File: config.mk
export PLATFORM = sky130hd
export DESIGN_NAME = adts_to_flv_audio_repacker_top
export DESIGN_NICKNAME = d
export VERILOG_FILES = /design/src/rtl/a2flv_pkg.sv /design/src/rtl/a2flv_emitter.sv /design/src/rtl/adts_to_flv_audio_repacker_top.sv
export VERILOG_INCLUDE_DIRS = /design/src /design/src/rtl
export SDC_FILE = /design/constraint.sdc
export NUM_CORES = 1
export LEC_CHECK = 0
export BUFFER_PORTS_ARGS = -buffer_cell sky130_fd_sc_hd__clkbuf_2
export CORE_MARGIN = 4
export CORE_UTILIZATION = 60
export CTS_CLUSTER_DIAMETER = 150
export DETAILED_ROUTE_END_ITERATION = 12
export PLACE_DENSITY_LB_ADDON = 0.08
export SYNTH_ARGS = -nofsm -noshare
export SYNTH_HDL_FRONTEND = slang
export SYNTH_SLANG_ARGS = --single-unit
File: constraint.sdc
create_clock -name clk -period 12 [get_ports clk]
set_input_delay 1.2 -clock clk [delete_from_list [all_inputs] [get_ports clk]]
set_output_delay 1.2 -clock clk [all_outputs]
set_load 0.005 [all_outputs]
File: src/rtl/adts_to_flv_audio_repacker_top_assert.svh
// ----------------------------------------------------------------------------
// adts to flv repacker assertion macros
// concurrent checks, empty when SYNTHESIS is defined
// ----------------------------------------------------------------------------
`ifndef ADTS_TO_FLV_AUDIO_REPACKER_TOP_ASSERT_SVH
`define ADTS_TO_FLV_AUDIO_REPACKER_TOP_ASSERT_SVH
`ifndef SYNTHESIS
`define A2FLV_ASSERT_IMP(label, clk, rst, ante, cons) \
  label: assert property (@(posedge clk) disable iff (rst) (ante) |-> (cons)) \
    else $error("a2flv check failed");
`define A2FLV_ASSERT_NXT(label, clk, rst, ante, cons) \
  label: assert property (@(posedge clk) disable iff (rst) (ante) |=> (cons)) \
    else $error("a2flv check failed");
`else
`define A2FLV_ASSERT_IMP(label, clk, rst, ante, cons)
`define A2FLV_ASSERT_NXT(label, clk, rst, ante, cons)
`endif
`endif

File: src/rtl/a2flv_pkg.sv
// ----------------------------------------------------------------------------
// a2flv_pkg
// shared types and constants of the adts to flv audio repacker
// ----------------------------------------------------------------------------
package a2flv_pkg;

  localparam int unsigned PFX_LEN   = 13;
  localparam int unsigned PFX_IDX_W = $clog2(PFX_LEN);
  localparam logic [PFX_IDX_W-1:0] PFX_LAST = PFX_IDX_W'(PFX_LEN - 1);

  localparam int unsigned CFG_IDX_W = 1;

  localparam logic [CFG_IDX_W-1:0] REG_AUDIO_TAG  = CFG_IDX_W'(0);
  localparam logic [CFG_IDX_W-1:0] REG_FRAME_STEP = CFG_IDX_W'(1);

  localparam logic [7:0]  AUDIO_TAG_RST  = 8'd175;
  localparam logic [15:0] FRAME_STEP_RST = 16'd23;

  localparam logic [7:0] FLV_TAG_AUDIO  = 8'h08;
  localparam logic [7:0] AAC_RAW_MARK   = 8'h01;

  typedef struct packed {
    logic [7:0]  data_byte;
    logic        first_of_buffer;
    logic        last_of_buffer;
    logic [31:0] buffer_pts;
  } src_word_t;

  typedef struct packed {
    logic [7:0] out_byte;
    logic       last_of_packet;
    logic       truncated;
  } dst_word_t;

  typedef enum logic {
    KIND_DATA = 1'b0,
    KIND_PFX  = 1'b1
  } desc_kind_t;

  // one pending piece of output: a payload byte or a whole prefix
  typedef struct packed {
    desc_kind_t  kind;
    logic [7:0]  data_byte;
    logic        last;
    logic        trunc;
    logic [23:0] body_size;
    logic [31:0] ts;
  } desc_t;

  typedef struct packed {
    logic pending;
    logic done;
  } em_status_t;

endpackage

File: src/rtl/a2flv_emitter.sv
// ----------------------------------------------------------------------------
// a2flv_emitter
// holds one descriptor and serialises it into output words
// ----------------------------------------------------------------------------
module a2flv_emitter (
  input  logic                clk,
  input  logic                rst,
  input  logic [7:0]          audio_tag_byte,
  input  logic                load,
  input  a2flv_pkg::desc_t    desc_in,
  output a2flv_pkg::em_status_t status,
  output logic                dst_valid,
  input  logic                dst_stall,
  output a2flv_pkg::dst_word_t dst_data
);

  logic                             d_valid;
  a2flv_pkg::desc_t                 desc;
  logic [a2flv_pkg::PFX_IDX_W-1:0] idx;
  logic                             out_load;
  logic                             d_done;
  logic [7:0]                       pfx_bytes [a2flv_pkg::PFX_LEN];
  a2flv_pkg::dst_word_t             word;

  assign out_load = !dst_valid || !dst_stall;
  assign d_done   = d_valid && out_load &&
                    (desc.kind == a2flv_pkg::KIND_DATA || idx == a2flv_pkg::PFX_LAST);

  // pending first, then done
  assign status = {d_valid, d_done};

  always_comb begin
    pfx_bytes[0]  = a2flv_pkg::FLV_TAG_AUDIO;
    pfx_bytes[1]  = desc.body_size[23:16];
    pfx_bytes[2]  = desc.body_size[15:8];
    pfx_bytes[3]  = desc.body_size[7:0];
    pfx_bytes[4]  = desc.ts[23:16];
    pfx_bytes[5]  = desc.ts[15:8];
    pfx_bytes[6]  = desc.ts[7:0];
    pfx_bytes[7]  = desc.ts[31:24];
    pfx_bytes[8]  = 8'h00;
    pfx_bytes[9]  = 8'h00;
    pfx_bytes[10] = 8'h00;
    pfx_bytes[11] = audio_tag_byte;
    pfx_bytes[12] = a2flv_pkg::AAC_RAW_MARK;
  end

  always_comb begin
    case (desc.kind)
      a2flv_pkg::KIND_PFX: begin
        word.out_byte       = pfx_bytes[idx];
        word.last_of_packet = (idx == a2flv_pkg::PFX_LAST) && desc.last;
        word.truncated      = 1'b0;
      end
      default: begin
        word.out_byte       = desc.data_byte;
        word.last_of_packet = desc.last;
        word.truncated      = desc.trunc;
      end
    endcase
  end

  always_ff @(posedge clk) begin
    if (rst) begin
      d_valid   <= 1'b0;
      idx       <= '0;
      dst_valid <= 1'b0;
    end else begin
      if (out_load) begin
        dst_valid <= d_valid;
      end
      if (d_valid && out_load) begin
        idx <= d_done ? '0 : idx + 1'b1;
      end
      if (load) begin
        d_valid <= 1'b1;
      end else if (d_done) begin
        d_valid <= 1'b0;
      end
    end
  end

  always_ff @(posedge clk) begin
    if (load) begin
      desc <= desc_in;
    end
    if (out_load && d_valid) begin
      dst_data <= word;
    end
  end

endmodule

File: src/rtl/adts_to_flv_audio_repacker_top.sv
// ----------------------------------------------------------------------------
// adts_to_flv_audio_repacker_top
// cuts an adts aac byte stream into frames and emits flv audio packets
// ----------------------------------------------------------------------------
// datapath: a taken byte is held in the emitter descriptor register, then in the dst output register
// throughput: one byte per cycle unless dst stalls; a frame prefix is sent as
//   13 output bytes from the descriptor register, during which src is stalled
// reset: synchronous rst clears framing state, timestamp and output valids,
//   and loads the register defaults (tag byte 175, frame step 23)
module adts_to_flv_audio_repacker_top (
  input  logic                                clk,
  input  logic                                rst,
  input  logic                                src_valid,
  output logic                                src_stall,
  input  a2flv_pkg::src_word_t                src_data,
  output logic                                dst_valid,
  input  logic                                dst_stall,
  output a2flv_pkg::dst_word_t                dst_data,
  input  logic                                cfg_valid,
  output logic                                cfg_ready,
  input  logic [a2flv_pkg::CFG_IDX_W-1:0]     cfg_index,
  input  logic [15:0]                         cfg_data
);

  `include "adts_to_flv_audio_repacker_top_assert.svh"

  logic [7:0]  audio_tag_byte;
  logic [15:0] frame_step;

  logic [12:0] byte_position, bp_next;
  logic [12:0] frame_length, fl_next;
  logic [3:0]  header_bytes, hb_next;
  logic [31:0] running_pts, rp_next;
  logic        discard_rest, dr_next;

  logic        src_acc;
  logic [12:0] pos;
  logic        dr_start;
  logic [31:0] rp_start;
  logic        hdr_end;
  logic        pay_end;
  logic        desc_emit;
  logic        desc_load;
  a2flv_pkg::desc_t      desc_new;
  a2flv_pkg::em_status_t em_stat;

  assign cfg_ready = 1'b1;

  always_ff @(posedge clk) begin
    if (rst) begin
      audio_tag_byte <= a2flv_pkg::AUDIO_TAG_RST;
      frame_step     <= a2flv_pkg::FRAME_STEP_RST;
    end else if (cfg_valid && cfg_ready) begin
      unique case (cfg_index)
        a2flv_pkg::REG_AUDIO_TAG:  audio_tag_byte <= cfg_data[7:0];
        a2flv_pkg::REG_FRAME_STEP: frame_step     <= cfg_data;
        default: ;
      endcase
    end
  end

  assign src_stall = em_stat.pending && !em_stat.done;
  assign src_acc   = src_valid && !src_stall;

  // a new buffer restarts framing and loads its timestamp
  assign pos      = src_data.first_of_buffer ? 13'd0 : byte_position;
  assign dr_start = src_data.first_of_buffer ? 1'b0 : discard_rest;
  assign rp_start = src_data.first_of_buffer ? src_data.buffer_pts : running_pts;

  always_comb begin
    bp_next   = pos;
    fl_next   = frame_length;
    hb_next   = header_bytes;
    rp_next   = rp_start;
    dr_next   = dr_start;
    desc_emit = 1'b0;
    hdr_end   = 1'b0;
    pay_end   = 1'b0;

    desc_new.kind      = a2flv_pkg::KIND_DATA;
    desc_new.data_byte = src_data.data_byte;
    desc_new.last      = 1'b0;
    desc_new.trunc     = 1'b0;
    desc_new.body_size = 24'(frame_length) - 24'(header_bytes) + 24'd2;
    desc_new.ts        = rp_start;

    if (!dr_start) begin
      case (pos)
        13'd1: hb_next = src_data.data_byte[0] ? 4'd7 : 4'd9;
        13'd3: fl_next = {src_data.data_byte[1:0], 11'b0};
        13'd4: fl_next = frame_length | {2'b0, src_data.data_byte, 3'b0};
        13'd5: begin
          fl_next = frame_length | {10'b0, src_data.data_byte[7:5]};
          if (fl_next < {9'b0, hb_next}) begin
            dr_next = 1'b1;
          end
        end
        default: ;
      endcase

      if (!dr_next) begin
        hdr_end = (pos >= 13'd6) && (hb_next != 4'd0) &&
                  (pos == {9'b0, hb_next} - 13'd1);
        pay_end = ({1'b0, pos} + 14'd1) >= {1'b0, fl_next};
        if (hdr_end) begin
          desc_new.kind = a2flv_pkg::KIND_PFX;
          desc_new.last = (fl_next == {9'b0, hb_next});
          if (!src_data.last_of_buffer) begin
            desc_emit = 1'b1;
            rp_next   = rp_start + {16'b0, frame_step};
          end
          bp_next = desc_new.last ? 13'd0 : pos + 13'd1;
        end else if (pos >= 13'd7 && pos >= {9'b0, hb_next}) begin
          // payload byte passes straight through
          desc_emit      = 1'b1;
          desc_new.last  = pay_end || src_data.last_of_buffer;
          desc_new.trunc = src_data.last_of_buffer && !pay_end;
          bp_next        = pay_end ? 13'd0 : pos + 13'd1;
        end else begin
          bp_next = pos + 13'd1;
        end
      end
    end

    if (src_data.last_of_buffer) begin
      dr_next = 1'b1;
      bp_next = 13'd0;
    end
  end

  always_ff @(posedge clk) begin
    if (rst) begin
      byte_position <= '0;
      frame_length  <= '0;
      header_bytes  <= '0;
      running_pts   <= '0;
      discard_rest  <= 1'b0;
    end else if (src_acc) begin
      byte_position <= bp_next;
      frame_length  <= fl_next;
      header_bytes  <= hb_next;
      running_pts   <= rp_next;
      discard_rest  <= dr_next;
    end
  end

  assign desc_load = src_acc && desc_emit;

  a2flv_emitter u_emitter (
    .clk            (clk),
    .rst            (rst),
    .audio_tag_byte (audio_tag_byte),
    .load           (desc_load),
    .desc_in        (desc_new),
    .status         (em_stat),
    .dst_valid      (dst_valid),
    .dst_stall      (dst_stall),
    .dst_data       (dst_data)
  );

  `A2FLV_ASSERT_IMP(a_stall_only_pending, clk, rst, src_stall, em_stat.pending)
  `A2FLV_ASSERT_IMP(a_discard_silent, clk, rst, src_acc && discard_rest && !src_data.first_of_buffer, !desc_emit)
  `A2FLV_ASSERT_NXT(a_last_closes_buffer, clk, rst, src_acc && src_data.last_of_buffer, discard_rest && byte_position == 13'd0)

endmodule
==> results of run 1 <==
## per-layer routing
| layer | vias up | share of wire | track usage |
|---|---|---|---|
| met5 | - | 0 | 0 |
| met4 | 0 | 0.019 | 0.0817 |
| met3 | 35 | 0.071 | 0.0507 |
| met2 | 349 | 0.44 | 0.430 |
| met1 | 3996 | 0.47 | 0.420 |
| li1 | 4053 | - | - |
## cell type report
| cell class | count | area share |
|---|---|---|
| multi-input cells | 814 | 0.511 |
| clock inverters | 14 | 0.0118 |
| flip-flops and latches | 161 | 0.359 |
| repair buffers | 86 | 0.0421 |
| clock buffers | 18 | 0.0394 |
| inverters | 34 | 0.0117 |
| well taps | 216 | 0.0248 |
## cell usage in the layout (no fill, tap or decap), types with 28 or more instances in the layout
cell / synthesis / routed
a211oi_1: 29 / 29
a21oi_1: 66 / 66
clkbuf_2: 0 / 75
dfxtp_1: 93 / 93
edfxtp_1: 68 / 68
ha_1: 41 / 41
inv_1: 32 / 32
mux2_2: 28 / 28
nand2_1: 121 / 121
nor2_1: 105 / 104
o21ai_0: 30 / 30
## metrics by stage
step | power (W) | instance area (sq um) | utilization
final | 0.00132 | 10900 | 0.680
after global routing | 0.00137 | 10900 | 0.680
after CTS | 0.00132 | 10900 | 0.680
after detailed placement | 0.000806 | 10300 | 0.645
after global placement | 0.000804 | 10300 | 0.645
after floorplan | 0.000752 | 9880 | -
## cell families after synthesis
family                     after synthesis  synth area share
other                                    1          0.000380
AOI/OAI and AO/OA                      256             0.179
muxes                                   60            0.0749
xor gates and xnor gates                49            0.0435
DFF                                    161             0.395
adders and majority gates               43            0.0560
and+or+nand+nor                        405             0.209
buffers and inverters                  104            0.0423
## sequential cells by signal, summed over array words and instances (netlist names), 4 cells and up
register,cells
audio_tag_byte,8
byte_position,13
frame_length,13
frame_step,16
header_bytes,4
running_pts,32
u_emitter.desc,58
u_emitter.dst_data,10
u_emitter.idx,4
## worst max path at each step
| stage | start | endpoint |
|---|---|---|
| after detailed placement | src_data[33] | u_emitter.desc[37] |
| after floorplan | src_data[33] | u_emitter.desc[0] |
| after CTS | src_data[33] | u_emitter.desc[36] |
| final | src_data[33] | u_emitter.desc[36] |
| after global routing | src_data[33] | u_emitter.desc[37] |
| after global placement | src_data[33] | u_emitter.desc[37] |
## power by group through the flow
stage               clock, W  sequential, W  combinational, W
finish              0.000522       0.000601          0.000197
CTS                 0.000527       0.000601          0.000195
global placement           0       0.000613          0.000191
detailed placement         0       0.000613          0.000193
global route        0.000553       0.000603          0.000218
floorplan                  0       0.000605          0.000148
## critical path, stage by stage
cell and delay [ns]:
clkbuf_2 0.23, nor3_2 0.35, nand4_4 0.25, mux2i_1 0.45
ha_1 0.31, or3b_2 0.49, nor4_1 0.45, o21a_1 0.25
o21ai_2 0.17, nor2_2 0.38, o211a_2 0.50, buf_4 0.54
==> flow_metrics.env, run 1 <==
export IMPL_outcome="complete, no violations"
export IMPL_drv_slew=0
export IMPL_fin_skew_ns=0.0117
export IMPL_combPwrFrac=0.149
export IMPL_syn_avg_cell_area_sq_um=9.15
export IMPL_ys_ff_latch=161
export IMPL_grt_overflow=0
export IMPL_clockBufferDepth=2
export IMPL_numClockSinks=161
export IMPL_port_buffers=75
export IMPL_path_class="input pin to flop"
export IMPL_preCtsSetupSlack_ns=6.06
export IMPL_p_seq_frac=0.455
export IMPL_drive_gt1_frac=0.165
export IMPL_wl_per_cell_um=19.1
export IMPL_grt_pass1_wl_um=41300
export IMPL_cts_made_buffers=17
export IMPL_gp_congestion=0.930
export IMPL_ant_nets=0
export IMPL_clock_insertion_delay_worst_skew_ns=0.43
export IMPL_clkTransAtPathRegs_ns=0.06
export IMPL_first_iter_violations=760
export IMPL_ir_drop_v=0.000102
export IMPL_min_path_cells=2
export IMPL_ff2ff_setup_slack_ns=6.82
export IMPL_drt_total_wl_um=25600
export IMPL_ys_warn_count=0
export IMPL_post_cts_resized=0
export IMPL_cp_arrival_ns=5.59
export IMPL_final_setup_viol_count=0
export IMPL_postCtsHoldBufs=0
export IMPL_n_fill_cell=1314
export IMPL_reg2reg_depth=11
export IMPL_insertedDiodeCount=0
export IMPL_die_w_um=136
export IMPL_rsz0062_at_grt="false"
export IMPL_timing_rr_end="u_emitter.desc[36]"
export IMPL_cp_max_fo=42
export IMPL_yosysMostFrequentCell="nand2_1"
export IMPL_fin_crit_ns=5.53
export IMPL_synth_top_area_frac=0.207
export IMPL_maxCapViolations=0
export IMPL_hold_ws_ns=0.455
export IMPL_p_sw_w=0.000364
export IMPL_worst_pin_slew_ns=1.21
export IMPL_finalWorstSetupSlack_ns=6.47
export IMPL_hold_violations=0
export IMPL_grt_start_max_net_pins=47
export IMPL_hold_end="running_pts[16]"
export IMPL_cts_htree_levels=4
export IMPL_hold_path_class="flop to flop"
export IMPL_setup_tns_final_ns=0
export IMPL_switching_share=0.275
export IMPL_async_flop_share=0
export IMPL_first_pass_iters=5
export IMPL_max_freq_mhz=181
export IMPL_reg2reg_from="byte_position[7]"
export IMPL_syn_nets=1186
export IMPL_p_per_area_nw_per_um2=121
export IMPL_rows=46
export IMPL_area_delta_synth_final_pct=10.2
export IMPL_internal_power_w=0.000957
export IMPL_min_from="running_pts[16]"
export IMPL_seq_area_sq_um=3900
export IMPL_required_ns=12.06
export IMPL_final_cells=1343
export IMPL_relSlewSlack=0.192
export IMPL_synth_ff_type="dfxtp_1"
export IMPL_track_usage=0.285
export IMPL_vias=8433
export IMPL_yosys_top_cells_count="nand2_1, nor2_1, dfxtp_1"
export IMPL_multi_input_area_sq_um=5560
export IMPL_ys_seq_area_frac=0.395
export IMPL_cts_root_buf="clkbuf_16"
export IMPL_initial_core_util=0.617
export IMPL_power_frac_clock=0.395
export IMPL_boundaryPins=77
export IMPL_synth_edf_count=68
export IMPL_die_y_um=136
export IMPL_cellLeakagePower_nw=4.21
export IMPL_grt_pass1_vias=7796
export IMPL_netlist_area_sq_um=9880
export IMPL_synth_cell_types=88
export IMPL_timing_final_crit_share=0.461
export IMPL_layout_nets=1221
export IMPL_drcViolationCount=0
export IMPL_cts_tree="built"
export IMPL_worstSetupStartpointType="input pin"
export IMPL_yosys_area_top_type="edfxtp_1"
export IMPL_cts_setup_buffers=0
export IMPL_grt_antenna_before_repair=0
export IMPL_via_per_inst=6.28
export IMPL_synthCells=1079
export IMPL_dieArea_sq_um=18600
export IMPL_core_sq_um=16000
export IMPL_yosys_top_cells_area="edfxtp_1, dfxtp_1, ha_1"
export IMPL_hpwl_um=18800
export IMPL_worstSetupEndpointType="flop"
export IMPL_place_inst=1311
Power figures use the tool's default switching activity.
==> inputs of run 2 (changes only) <==
==> constraint.sdc (replaced) <==
create_clock -name clk -period 5.31 [get_ports clk]
set_input_delay 0.531 -clock clk [delete_from_list [all_inputs] [get_ports clk]]
set_output_delay 0.531 -clock clk [all_outputs]
set_load 0.005 [all_outputs]
==> flow_metrics.env, run 2 (same netlist as run 1, synthesis figures left out) <==
export IMPL_wl_per_cell_um=19.1
export IMPL_worstSetupEndpointType="flop"
export IMPL_hold_violations=0
export IMPL_max_freq_mhz=218
export IMPL_worstSetupStartpointType="flop"
export IMPL_layout_nets=1226
export IMPL_hold_end="frame_step[15]"
export IMPL_timing_final_crit_share=0.865
export IMPL_ant_nets=0
export IMPL_port_buffers=75
export IMPL_n_fill_cell=1296
export IMPL_boundaryPins=77
export IMPL_clkTransAtPathRegs_ns=0.07
export IMPL_setup_tns_final_ns=0
export IMPL_rows=46
export IMPL_min_path_cells=3
export IMPL_combPwrFrac=0.147
export IMPL_cts_setup_buffers=0
export IMPL_rsz0062_at_grt="false"
export IMPL_relSlewSlack=0.211
export IMPL_timing_rr_end="running_pts[29]"
export IMPL_cellLeakagePower_nw=4.24
export IMPL_first_iter_violations=884
export IMPL_multi_input_area_sq_um=5560
export IMPL_hpwl_um=19100
export IMPL_required_ns=5.64
export IMPL_grt_pass1_wl_um=41200
export IMPL_area_delta_synth_final_pct=10.9
export IMPL_grt_overflow=0
export IMPL_ir_drop_v=0.000244
export IMPL_largest_register_ffs=58
export IMPL_drive_gt1_frac=0.169
export IMPL_drv_slew=0
export IMPL_min_from="cfg_data[15]"
export IMPL_switching_share=0.285
export IMPL_power_frac_clock=0.403
export IMPL_grt_antenna_before_repair=0
export IMPL_dieArea_sq_um=18600
export IMPL_ff2ff_setup_slack_ns=0.72
export IMPL_post_cts_resized=0
export IMPL_cts_htree_levels=4
export IMPL_postCtsHoldBufs=0
export IMPL_clock_insertion_delay_worst_skew_ns=0.44
export IMPL_cts_root_buf="clkbuf_16"
export IMPL_seq_area_sq_um=3900
export IMPL_die_y_um=136
export IMPL_drcViolationCount=0
export IMPL_cts_made_buffers=17
export IMPL_top_register="u_emitter.desc"
export IMPL_insertedDiodeCount=0
export IMPL_worst_pin_slew_ns=1.18
export IMPL_track_usage=0.285
export IMPL_path_class="flop to flop"
export IMPL_final_common_cell="nand2_1"
export IMPL_internal_power_w=0.00216
export IMPL_p_per_area_nw_per_um2=276
export IMPL_drt_total_wl_um=25800
export IMPL_maxCapViolations=0
export IMPL_p_sw_w=0.000861
export IMPL_final_cells=1348
export IMPL_cp_max_fo=15
export IMPL_vias=8487
export IMPL_first_pass_iters=5
export IMPL_fin_crit_ns=4.59
export IMPL_reg2reg_depth=11
export IMPL_numClockSinks=161
export IMPL_reg_top3="u_emitter.desc x58, running_pts x32, frame_step x16"
export IMPL_layout_common_cells="nand2_1, nor2_1, dfxtp_1"
export IMPL_core_sq_um=16000
export IMPL_clockBufferDepth=2
export IMPL_grt_start_max_net_pins=43
export IMPL_hold_path_class="input pin to flop"
export IMPL_p_seq_frac=0.450
export IMPL_grt_pass1_vias=7801
export IMPL_via_per_inst=6.30
export IMPL_final_setup_viol_count=0
export IMPL_reg2reg_from="byte_position[0]"
export IMPL_die_w_um=136
export IMPL_place_inst=1316
export IMPL_fin_skew_ns=0.00938
export IMPL_gp_congestion=0.897
export IMPL_cp_arrival_ns=4.92
export IMPL_outcome="complete, no violations"
export IMPL_cts_tree="built"
export IMPL_initial_core_util=0.617
## run 2: worst max-delay path by stage
stage                      from                 to  slack [ns]
2_1_floorplan  byte_position[6]  u_emitter.desc[0]        0.54
3_3_place_gp       src_data[33]    running_pts[29]        0.82
3_5_place_dp       src_data[33]    running_pts[29]        0.74
4_1_cts        byte_position[0]    running_pts[29]        0.76
5_1_grt        byte_position[0]    running_pts[29]        0.31
6_report       byte_position[0]    running_pts[29]        0.72
## run 2: metal layers
layer | share of wire | wire, um | track usage | vias to the layer above
met5 | 0 | 0 | 0 | -
met4 | 0.021 | 534 | 0.0862 | 0
met3 | 0.076 | 1970 | 0.0444 | 44
met2 | 0.44 | 11500 | 0.429 | 383
met1 | 0.46 | 11800 | 0.425 | 3984
li1 | - | - | - | 4076
## run 2: per-stage QoR
stage / worst slack (ns) / instance area [sq um] / hold slack, ns / total power, W / utilization
CTS: 0.761 / 11000 / 0.300 / 0.00303 / 0.684
global placement: 0.823 / 10400 / 0.440 / 0.00181 / 0.648
floorplan: 0.542 / 9880 / 0.429 / 0.00170 / -
detailed placement: 0.736 / 10400 / 0.444 / 0.00182 / 0.648
finish: 0.718 / 11000 / 0.310 / 0.00302 / 0.684
global route: 0.311 / 11000 / 0.308 / 0.00314 / 0.684
## run 2: cell type report
class	instances	share of cell area
inverters	34	0.0117
repair buffers	91	0.0452
clock inverters	13	0.0123
multi-input cells	814	0.508
clock buffers	19	0.0415
flip-flops and latches	161	0.356
well taps	216	0.0247
## run 2: critical path, cell delays in order, from the launching register on
cell	delay, ns
dfxtp_1	0.56
nor4b_2	0.38
nand4_4	0.24
mux2i_1	0.45
ha_1	0.30
or3b_2	0.48
nor4_1	0.39
o21a_1	0.23
o21ai_2	0.16
nor4_4	0.77
a211oi_1	0.16
a311o_1	0.36
## run 2: power groups by stage
stage	clock, W	combinational, W	sequential (W)
finish	0.00122	0.000444	0.00136
global route	0.00128	0.000493	0.00136
CTS	0.00124	0.000439	0.00136
detailed placement	0	0.000435	0.00139
global placement	0	0.000429	0.00138
floorplan	0	0.000334	0.00137
==> inputs of run 3 (changes only) <==
--- a/config.mk
+++ b/config.mk
@@ -11,7 +11,7 @@
 export CORE_UTILIZATION = 60
 export CTS_CLUSTER_DIAMETER = 150
 export DETAILED_ROUTE_END_ITERATION = 12
-export PLACE_DENSITY_LB_ADDON = 0.08
+export PLACE_DENSITY = 0.8
 export SYNTH_ARGS = -nofsm -noshare
 export SYNTH_HDL_FRONTEND = slang
 export SYNTH_SLANG_ARGS = --single-unit
==> flow_metrics.env, run 3 (same netlist as run 1, synthesis figures left out) <==
export IMPL_dieArea_sq_um=18600
export IMPL_drcViolationCount=0
export IMPL_cp_arrival_ns=5.14
export IMPL_final_setup_viol_count=0
export IMPL_p_per_area_nw_per_um2=281
export IMPL_rsz0062_at_grt="false"
export IMPL_worst_pin_slew_ns=1.22
export IMPL_layout_nets=1222
export IMPL_die_w_um=136
export IMPL_via_per_inst=6.40
export IMPL_grt_pass1_vias=7934
export IMPL_final_common_cell="nand2_1"
export IMPL_power_frac_clock=0.413
export IMPL_drive_gt1_frac=0.167
export IMPL_fin_crit_ns=4.81
export IMPL_timing_final_crit_share=0.906
export IMPL_setup_tns_final_ns=0
export IMPL_relSlewSlack=0.173
export IMPL_seq_area_sq_um=3900
export IMPL_reg_top3="u_emitter.desc x58, running_pts x32, frame_step x16"
export IMPL_clockBufferDepth=2
export IMPL_track_usage=0.290
export IMPL_boundaryPins=77
export IMPL_slowest_delay_ns=0.80
export IMPL_multi_input_area_sq_um=5560
export IMPL_hold_path_class="input pin to flop"
export IMPL_port_buffers=75
export IMPL_post_cts_resized=0
export IMPL_worstSetupStartpointType="flop"
export IMPL_combPwrFrac=0.145
export IMPL_numClockSinks=161
export IMPL_wl_per_cell_um=19.5
export IMPL_path_delay_family="simple AND/OR/NAND/NOR gates"
export IMPL_die_y_um=136
export IMPL_ant_nets=0
export IMPL_critPathSlowestCell="nor4_4"
export IMPL_insertedDiodeCount=0
export IMPL_grt_overflow=0
export IMPL_core_sq_um=16000
export IMPL_cp_max_fo=15
export IMPL_max_freq_mhz=208
export IMPL_area_delta_synth_final_pct=10.9
export IMPL_clock_insertion_delay_worst_skew_ns=0.44
export IMPL_first_pass_iters=7
export IMPL_postCtsHoldBufs=0
export IMPL_crit_chain="nor4_4 -> nand4_4 -> mux2i_1 -> ha_1 -> or3b_2 -> nor4_1 -> o21a_1 -> o21ai_2 -> nor4_4 -> a211oi_1 -> a311o_1"
export IMPL_cts_tree="built"
export IMPL_largest_register_ffs=58
export IMPL_cts_made_buffers=17
export IMPL_vias=8602
export IMPL_path_class="flop to flop"
export IMPL_place_inst=1312
export IMPL_drv_slew=0
export IMPL_cellLeakagePower_nw=4.24
export IMPL_grt_antenna_before_repair=0
export IMPL_maxCapViolations=0
export IMPL_worstSetupEndpointType="flop"
export IMPL_n_fill_cell=1267
export IMPL_grt_start_max_net_pins=59
export IMPL_layout_common_cells="nand2_1, nor2_1, dfxtp_1"
export IMPL_cpMostUsedCell="nor4_4"
export IMPL_first_iter_violations=986
export IMPL_cts_root_buf="clkbuf_16"
export IMPL_cts_htree_levels=4
export IMPL_final_cells=1344
export IMPL_ir_drop_v=0.000239
export IMPL_fin_skew_ns=0.0135
export IMPL_outcome="complete, no violations"
export IMPL_drt_total_wl_um=26300
export IMPL_p_seq_frac=0.442
export IMPL_cts_setup_buffers=0
export IMPL_hpwl_um=19000
export IMPL_required_ns=5.63
export IMPL_gp_congestion=0.946
export IMPL_cp_buffers_inverters=0
export IMPL_rows=46
export IMPL_switching_share=0.282
export IMPL_top_register="u_emitter.desc"
export IMPL_p_sw_w=0.000869
export IMPL_clkTransAtPathRegs_ns=0.07
export IMPL_grt_pass1_wl_um=41900
export IMPL_hold_violations=0
export IMPL_internal_power_w=0.00221
export IMPL_initial_core_util=0.617
==> run 3: cell count changes in the layout (fill, tap and decap cells not counted), moves of 2 or more <==
| cell | delta |
|---|---|
| buf_4 | -5 |
| inv_6 | -3 |
| inv_8 | +2 |
| inv_4 | +2 |
==> run 3: area by class of cell <==
cell class	instances	share of cell area
Inverter	34	0.0117
Clock inverter	14	0.0145
Tap cell	216	0.0247
Multi-Input combinational cell	814	0.508
Timing Repair Buffer	87	0.0436
Clock buffer	18	0.0411
Sequential cell	161	0.356
==> run 3: worst paths after layout <==
check,from,endpoint,slack (ns),cells past startpoint
worst min-delay path,cfg_data[15],frame_step[15],0.30,3
worst max-delay path,byte_position[6],running_pts[29],0.50,11
worst min register to register,running_pts[22],running_pts[22],0.45,2
worst max register to register,byte_position[6],running_pts[29],0.50,11
==> run 3: metrics by stage <==
stage	setup WS (ns)	power (W)	hold WS, ns	instance area [sq um]	utilization
after floorplan	0.542	0.00170	0.429	9880	-
after global placement	0.804	0.00181	0.439	10300	0.646
after detailed placement	0.634	0.00182	0.445	10300	0.646
after CTS	0.586	0.00308	0.299	11000	0.685
after global routing	0.143	0.00320	0.298	11000	0.685
final	0.499	0.00308	0.304	11000	0.685
==> run 3: worst register-to-register path, cell delays in order (launching register included) <==
cell      delay (ns)
dfxtp_1         0.36
nor4_4          0.58
nand4_4         0.30
mux2i_1         0.49
ha_1            0.32
or3b_2          0.50
nor4_1          0.41
o21a_1          0.25
o21ai_2         0.17
nor4_4          0.80
a211oi_1        0.18
a311o_1         0.36
==> run 3: power groups by stage <==
| stage | logic (W) | clock network [W] | registers, W |
|---|---|---|---|
| floorplan | 0.000334 | 0 | 0.00137 |
| global placement | 0.000426 | 0 | 0.00138 |
| finish | 0.000448 | 0.00127 | 0.00136 |
| detailed placement | 0.000436 | 0 | 0.00139 |
| CTS | 0.000441 | 0.00128 | 0.00136 |
| global route | 0.000493 | 0.00134 | 0.00136 |
==> run 3: metal layers <==
| metal | share of wire | routed length (um) | global-route usage | vias to the layer above |
|---|---|---|---|---|
| met2 | 0.45 | 11800 | 0.435 | 425 |
| met4 | 0.028 | 729 | 0.101 | 0 |
| met1 | 0.44 | 11500 | 0.411 | 4062 |
| li1 | - | - | - | 4057 |
| met3 | 0.085 | 2230 | 0.0703 | 58 |
| met5 | 0 | 0 | 0 | - |
